## src/hdl/dsip_pkg.sv

```systemverilog
// Shared types and constants for the disk set intersection pruner.
// Used by dsip_ctrl, dsip_dp and disk_set_intersection_pruner_top; no dependencies.
`default_nettype none

package dsip_pkg;

  // Default sizing of the disk store.
  localparam int MAX_DISKS_DEF = 64;
  localparam int MAX_DIM_DEF   = 4;

  // Fixed field widths.
  localparam int COORD_W     = 16;
  localparam int RADIUS_W    = 16;
  localparam int LABEL_W     = 20;
  localparam int COUNT_OUT_W = 7;
  localparam int NUM_COORDS  = 4;
  localparam int SQ_W        = 32;
  localparam int D2_W        = 34;

  // Configuration port.
  localparam int CFG_ADDR_W = 3;
  localparam int CFG_DATA_W = 32;
  localparam int DIM_W      = 3;
  localparam logic [DIM_W-1:0] DIM_RESET = 3'd2;
  localparam logic CFG_IDX_DIMENSION = 1'b0;

  // Item modes.
  typedef enum logic [1:0] {
    MODE_INIT   = 2'd0,
    MODE_APPEND = 2'd1,
    MODE_UPDATE = 2'd2,
    MODE_CLEAN  = 2'd3
  } dsip_mode_t;

  // One input beat.
  typedef struct packed {
    dsip_mode_t                 mode;
    logic signed [COORD_W-1:0]  coord_0;
    logic signed [COORD_W-1:0]  coord_1;
    logic signed [COORD_W-1:0]  coord_2;
    logic signed [COORD_W-1:0]  coord_3;
    logic [RADIUS_W-1:0]        radius;
    logic [LABEL_W-1:0]         label;
  } dsip_in_t;

  // One result beat.
  typedef struct packed {
    logic                   is_empty;
    logic [COUNT_OUT_W-1:0] disk_count;
    logic [LABEL_W-1:0]     stored_label;
    logic                   overflow;
  } dsip_out_t;

  // Controller states.
  typedef enum logic [2:0] {
    ST_IDLE  = 3'd0,
    ST_EXEC  = 3'd1,
    ST_WALK  = 3'd2,
    ST_DRAIN = 3'd3,
    ST_DONE  = 3'd4
  } dsip_state_t;

  // Commands from the controller to the datapath.
  typedef struct packed {
    logic latch;
    logic exec;
    logic issue;
    logic commit;
    logic load_out;
  } dsip_cmd_t;

  // Status from the datapath to the controller.
  typedef struct packed {
    logic walk_req;
    logic last_issue;
    logic pipe_empty;
    logic out_free;
  } dsip_sts_t;

endpackage

`default_nettype wire

```

## src/hdl/dsip_ctrl.sv

```systemverilog
// Controller state machine of the disk set intersection pruner.
// Depends on dsip_pkg for the state, command and status types.
`default_nettype none

module dsip_ctrl (
  input  wire logic            clk,
  input  wire logic            rst_n,
  input  wire logic            in_valid,
  output logic                 in_ready,
  input  wire dsip_pkg::dsip_sts_t sts,
  output dsip_pkg::dsip_cmd_t  cmd
);

  dsip_pkg::dsip_state_t state_r, state_nxt;

  // State register.
  always_ff @(posedge clk) begin
    if (!rst_n) begin
      state_r <= dsip_pkg::ST_IDLE;
    end else begin
      state_r <= state_nxt;
    end
  end

  // Next state and commands.
  always_comb begin
    state_nxt = state_r;
    cmd       = '0;
    in_ready  = 1'b0;
    case (state_r)
      dsip_pkg::ST_IDLE: begin
        in_ready = 1'b1;
        if (in_valid) begin
          cmd.latch = 1'b1;
          state_nxt = sts.walk_req ? dsip_pkg::ST_WALK : dsip_pkg::ST_EXEC;
        end
      end
      dsip_pkg::ST_EXEC: begin
        cmd.exec  = 1'b1;
        state_nxt = dsip_pkg::ST_DONE;
      end
      dsip_pkg::ST_WALK: begin
        cmd.issue = 1'b1;
        if (sts.last_issue) begin
          state_nxt = dsip_pkg::ST_DRAIN;
        end
      end
      dsip_pkg::ST_DRAIN: begin
        if (sts.pipe_empty) begin
          cmd.commit = 1'b1;
          state_nxt  = dsip_pkg::ST_DONE;
        end
      end
      dsip_pkg::ST_DONE: begin
        if (sts.out_free) begin
          cmd.load_out = 1'b1;
          state_nxt    = dsip_pkg::ST_IDLE;
        end
      end
      default: begin
        state_nxt = dsip_pkg::ST_IDLE;
      end
    endcase
  end

endmodule

`default_nettype wire

```

## config.mk

```make
export PLATFORM = sky130hd
export DESIGN_NAME = dsip_ctrl
export DESIGN_NICKNAME = d
export VERILOG_FILES = /design/src/hdl/dsip_pkg.sv /design/src/hdl/dsip_ctrl.sv
export SDC_FILE = /design/constraint.sdc
export NUM_CORES = 1
export LEC_CHECK = 0
export ABC_AREA = 0
export BUFFER_PORTS_ARGS = -buffer_cell sky130_fd_sc_hd__buf_2
export CAP_MARGIN = 20
export CORE_AREA = 5 5 42 44
export CTS_CLUSTER_DIAMETER = 50
export DETAILED_ROUTE_END_ITERATION = 6
export DIE_AREA = 0 0 47 49
export PLACE_DENSITY = 0.5
export SLEW_MARGIN = 10
export SYNTH_ARGS = -nofsm -noshare
export SYNTH_HDL_FRONTEND = slang
export SYNTH_SLANG_ARGS = --single-unit
```

## constraint.sdc

```tcl
create_clock -name clk -period 3.51 [get_ports clk]
set_clock_uncertainty 0.15 [all_clocks]
set_input_delay 0.1755 -clock clk [delete_from_list [all_inputs] [get_ports clk]]
set_output_delay 0.1755 -clock clk [all_outputs]
set_load 0.1 [all_outputs]
```

==> metrics.md <==
| Metric | Value |
|---|---|
| Run status | finished, final reports clean |
| I/O pin total | 13 |
| Max-cap violations | 0 |
| Simple-gate share of the synthesized area | 0.3925 |
| Final Max Tran Viols | 0 |
| Worst endpoint required time | 3180 ps |
| Die width | 47 um |
| Area grow syn2layout | 40.86% |
| Largest net degree at the start of global routing | 10 |
| Antenna violations before repair | 0 |
| Clk root buf | clkbuf_4 |
| DR iter-0 viols | 5 |
| DRC Markers | 0 |
| Filler instances | 177 |
| Sequential power share | 0.191 |
| GRT Util Overall | 0.06268 |
| Synth cell count leaders | nand2_1 (4), nor2b_1 (4), dfxtp_1 (3), mux2i_1 (3) |
| Number of global-route vias before repair | 243 |
| PwrDens | 991.6 mW/mm^2 |
| Clk sink count | 3 |
| FP Rows | 14 |
| Synthesized Nets | 37 |
| Core footprint | 0.001401 mm^2 |
| Crit. path cell count | 3 |
| Clock power share | 0.186 |
| # port buffers | 12 |
| Top flop regs | state_r x3 |
| Full die area | 0.002303 mm^2 |
| VDD IR max | 244.0 uV |
| Non-filler cells, final | 60 |
| CTS max path bufs | 2 |
| Worst Hold Class | in2reg |
| Power Internal | 0.1304 mW |
| Final setup vio count | 0 |
| Top post-synthesis cells by area | dfxtp_1 (26%), mux2i_1 (13%), nor2b_1 (11%) |
| Sw Ratio | 0.5990 |
| Critical path data arrival time | 1530 ps |
| Comb power frac | 0.623 |
| Ys flop type | dfxtp_1 |
| Mapped Cells | 30 |
| XOR/XNOR Fraction of Synth Area | 0 |
| Worst setup path start | state_r[0] |
| Antenna Violating Nets Remaining | 0 |
| Ys async rst share | 0 |
| Worst-case reg-to-reg path depth | 3 |
| Placed instance count | 56 |
| Setup TNS | 0 ps |
| Pleak | 0.1684 nW |
| WP buf/inv | 1 |
| Avg Inst Size Synth | 7.757 um^2 |
| HPWL after DPL | 489.7 um |
| H-Tree Depth | 1 |
| Reg clk slew, reported paths | 40 ps |
| R2r setup slk | 2140 ps |
| Via count | 241 |
| Worst Tran Pin Value | 488.2 ps |
| Slew headroom | 0.6767 |
| Vias/cell | 4.017 |
| Cts hold-fix bufs | 0 |
| Max FFs per register | 3 |
| Post-synthesis compound-gate area fraction | 0.1183 |
| CP max-delay cell | dfxtp_1 |
| Slowest stage delay, CP | 480 ps |
| Largest register by flop count | state_r |
| Tcrit/Tclk final | 0.5296 |
| Fin crit period | 1859 ps |
| Reg2Reg Launch Point | state_r[2] |
| Total wire length | 618 um |
| GPL Wtd Cong | 0.7048 |
| TritonCTS clock tree | yes |
| CP delay by family, top | flip-flops |
| Post-CTS setup buffer count | 0 |
| Crit. End Element | output port |
| Mapped cell area | 232.7 um^2 |
| Seq cells post-synth | 3 |
| Sequential-to-total area share from yosys stat | 0.2581 |
| CP Class | reg2out |
| Psw | 0.1947 mW |
| Max Clock Freq | 538.0 MHz |
| Post-DR wirelength/cell | 10.30 um |
| Worst setup endpoint | cmd[1] |
| 1st-pass router iterations | 2 |
| Worst skew pair latency | 230 ps |
| Die Height | 49 um |
| Synth Area in Adders | 0 |
| Reg2reg end | state_r[0] |
| Cells along the critical path | nor2b_1 > and3_1 > buf_2 |
| Yosys warnings | 0 |
| Crit-path max FO | 9 |
| Nets | 52 |
| Post-CTS sizing | 0 |
| CP Launch Type | register |
| Hold Violations, Final | 0 |
| Placed cell area | 301.5 um^2 |
| Post-synthesis mux area share | 0.1290 |
| Layout cells sized above 1 | 0.3636 |
| Starting Density | 0.1661 |
| Post-synth EDFFs | 0 |
| First-pass GRT wire length | 1007 um |
| Synth unique cells | 17 |
| GR Overflow Total | 0 |
| RSZ-0062 raised after global routing | no |
| CTS buffer count | 3 |
| Area leader, netlist | dfxtp_1 |
| Post-synth top area share | 0.2581 |
| Main combinational cell family by area after synthesis | simple AND/OR/NAND/NOR gates |
| Inserted Diodes | 0 |
| Post-Layout Inst Area | 327.8 um^2 |
-- stage by stage --
stage	worst slack (ps)	utilization	power (mW)	hold WS, ps
after CTS	1626	0.2339	0.3307	66.24
after detailed placement	1894	0.2152	0.2675	315.0
final	1651	0.2339	0.3251	74.75
after floorplan	626.9	-	0.2444	163.6
after global placement	1896	0.2152	0.2662	318.8
after global routing	1503	0.2339	0.3409	82.02
-- power groups by stage --
stage	logic [mW]	clock network (mW)	registers, mW
finish	0.203	0.0605	0.0621
global route	0.212	0.0642	0.0650
CTS	0.205	0.0636	0.0626
detailed placement	0.204	0	0.0631
global placement	0.204	0	0.0626
floorplan	0.197	0	0.0478
-- layer usage --
layer	routed length, um	global-route usage
met5	0	0
met4	0	0.06912
met2	312	0.07466
met1	271	0.08352
met3	34	0.01107
-- tightest hold or removal path: stages --
cell,delay (ps)
buf_2,120
inv_1,60
a2111oi_1,50
-- worst min-delay path by stage --
stage	from	cells after the start	endpoint	slack, ps
5_1_grt	rst_n	3	state_r[1]	80
2_1_floorplan	rst_n	2	state_r[1]	160
6_report	rst_n	3	state_r[1]	70
3_3_place_gp	rst_n	3	state_r[2]	320
3_5_place_dp	rst_n	3	state_r[1]	320
4_1_cts	rst_n	3	state_r[1]	70
-- cells by family after synthesis --
| kind of cell | after synthesis |
|---|---|
| simple gates | 17 |
| buf+inv | 4 |
| compound gates | 3 |
| mux | 3 |
| flops | 3 |
-- cell type report --
class,instances,area [um^2],share of cell area
multi-input combinational,23,153.9,0.4695
tap,16,20.02,0.06107
clock buffer,4,26.28,0.08015
sequential,3,60.06,0.1832
inverter,2,7.507,0.02290
timing repair buffer,12,60.06,0.1832
-- layout by cell type (no fill, tap or decap) --
cell / instances
buf_2: 12
nor2b_1: 4
nand2_1: 4
mux2i_1: 3
clkbuf_4: 3
dfxtp_1: 3
nor2_1: 2
inv_1: 2
and2b_1: 1
nor3_2: 1
nor3_1: 1
and2_1: 1
and3_1: 1
nand2b_1: 1
a32oi_1: 1
a2bb2oi_1: 1
a2111oi_1: 1
or4_1: 1
clkbuf_1: 1
(Power assumes the default switching activity.)
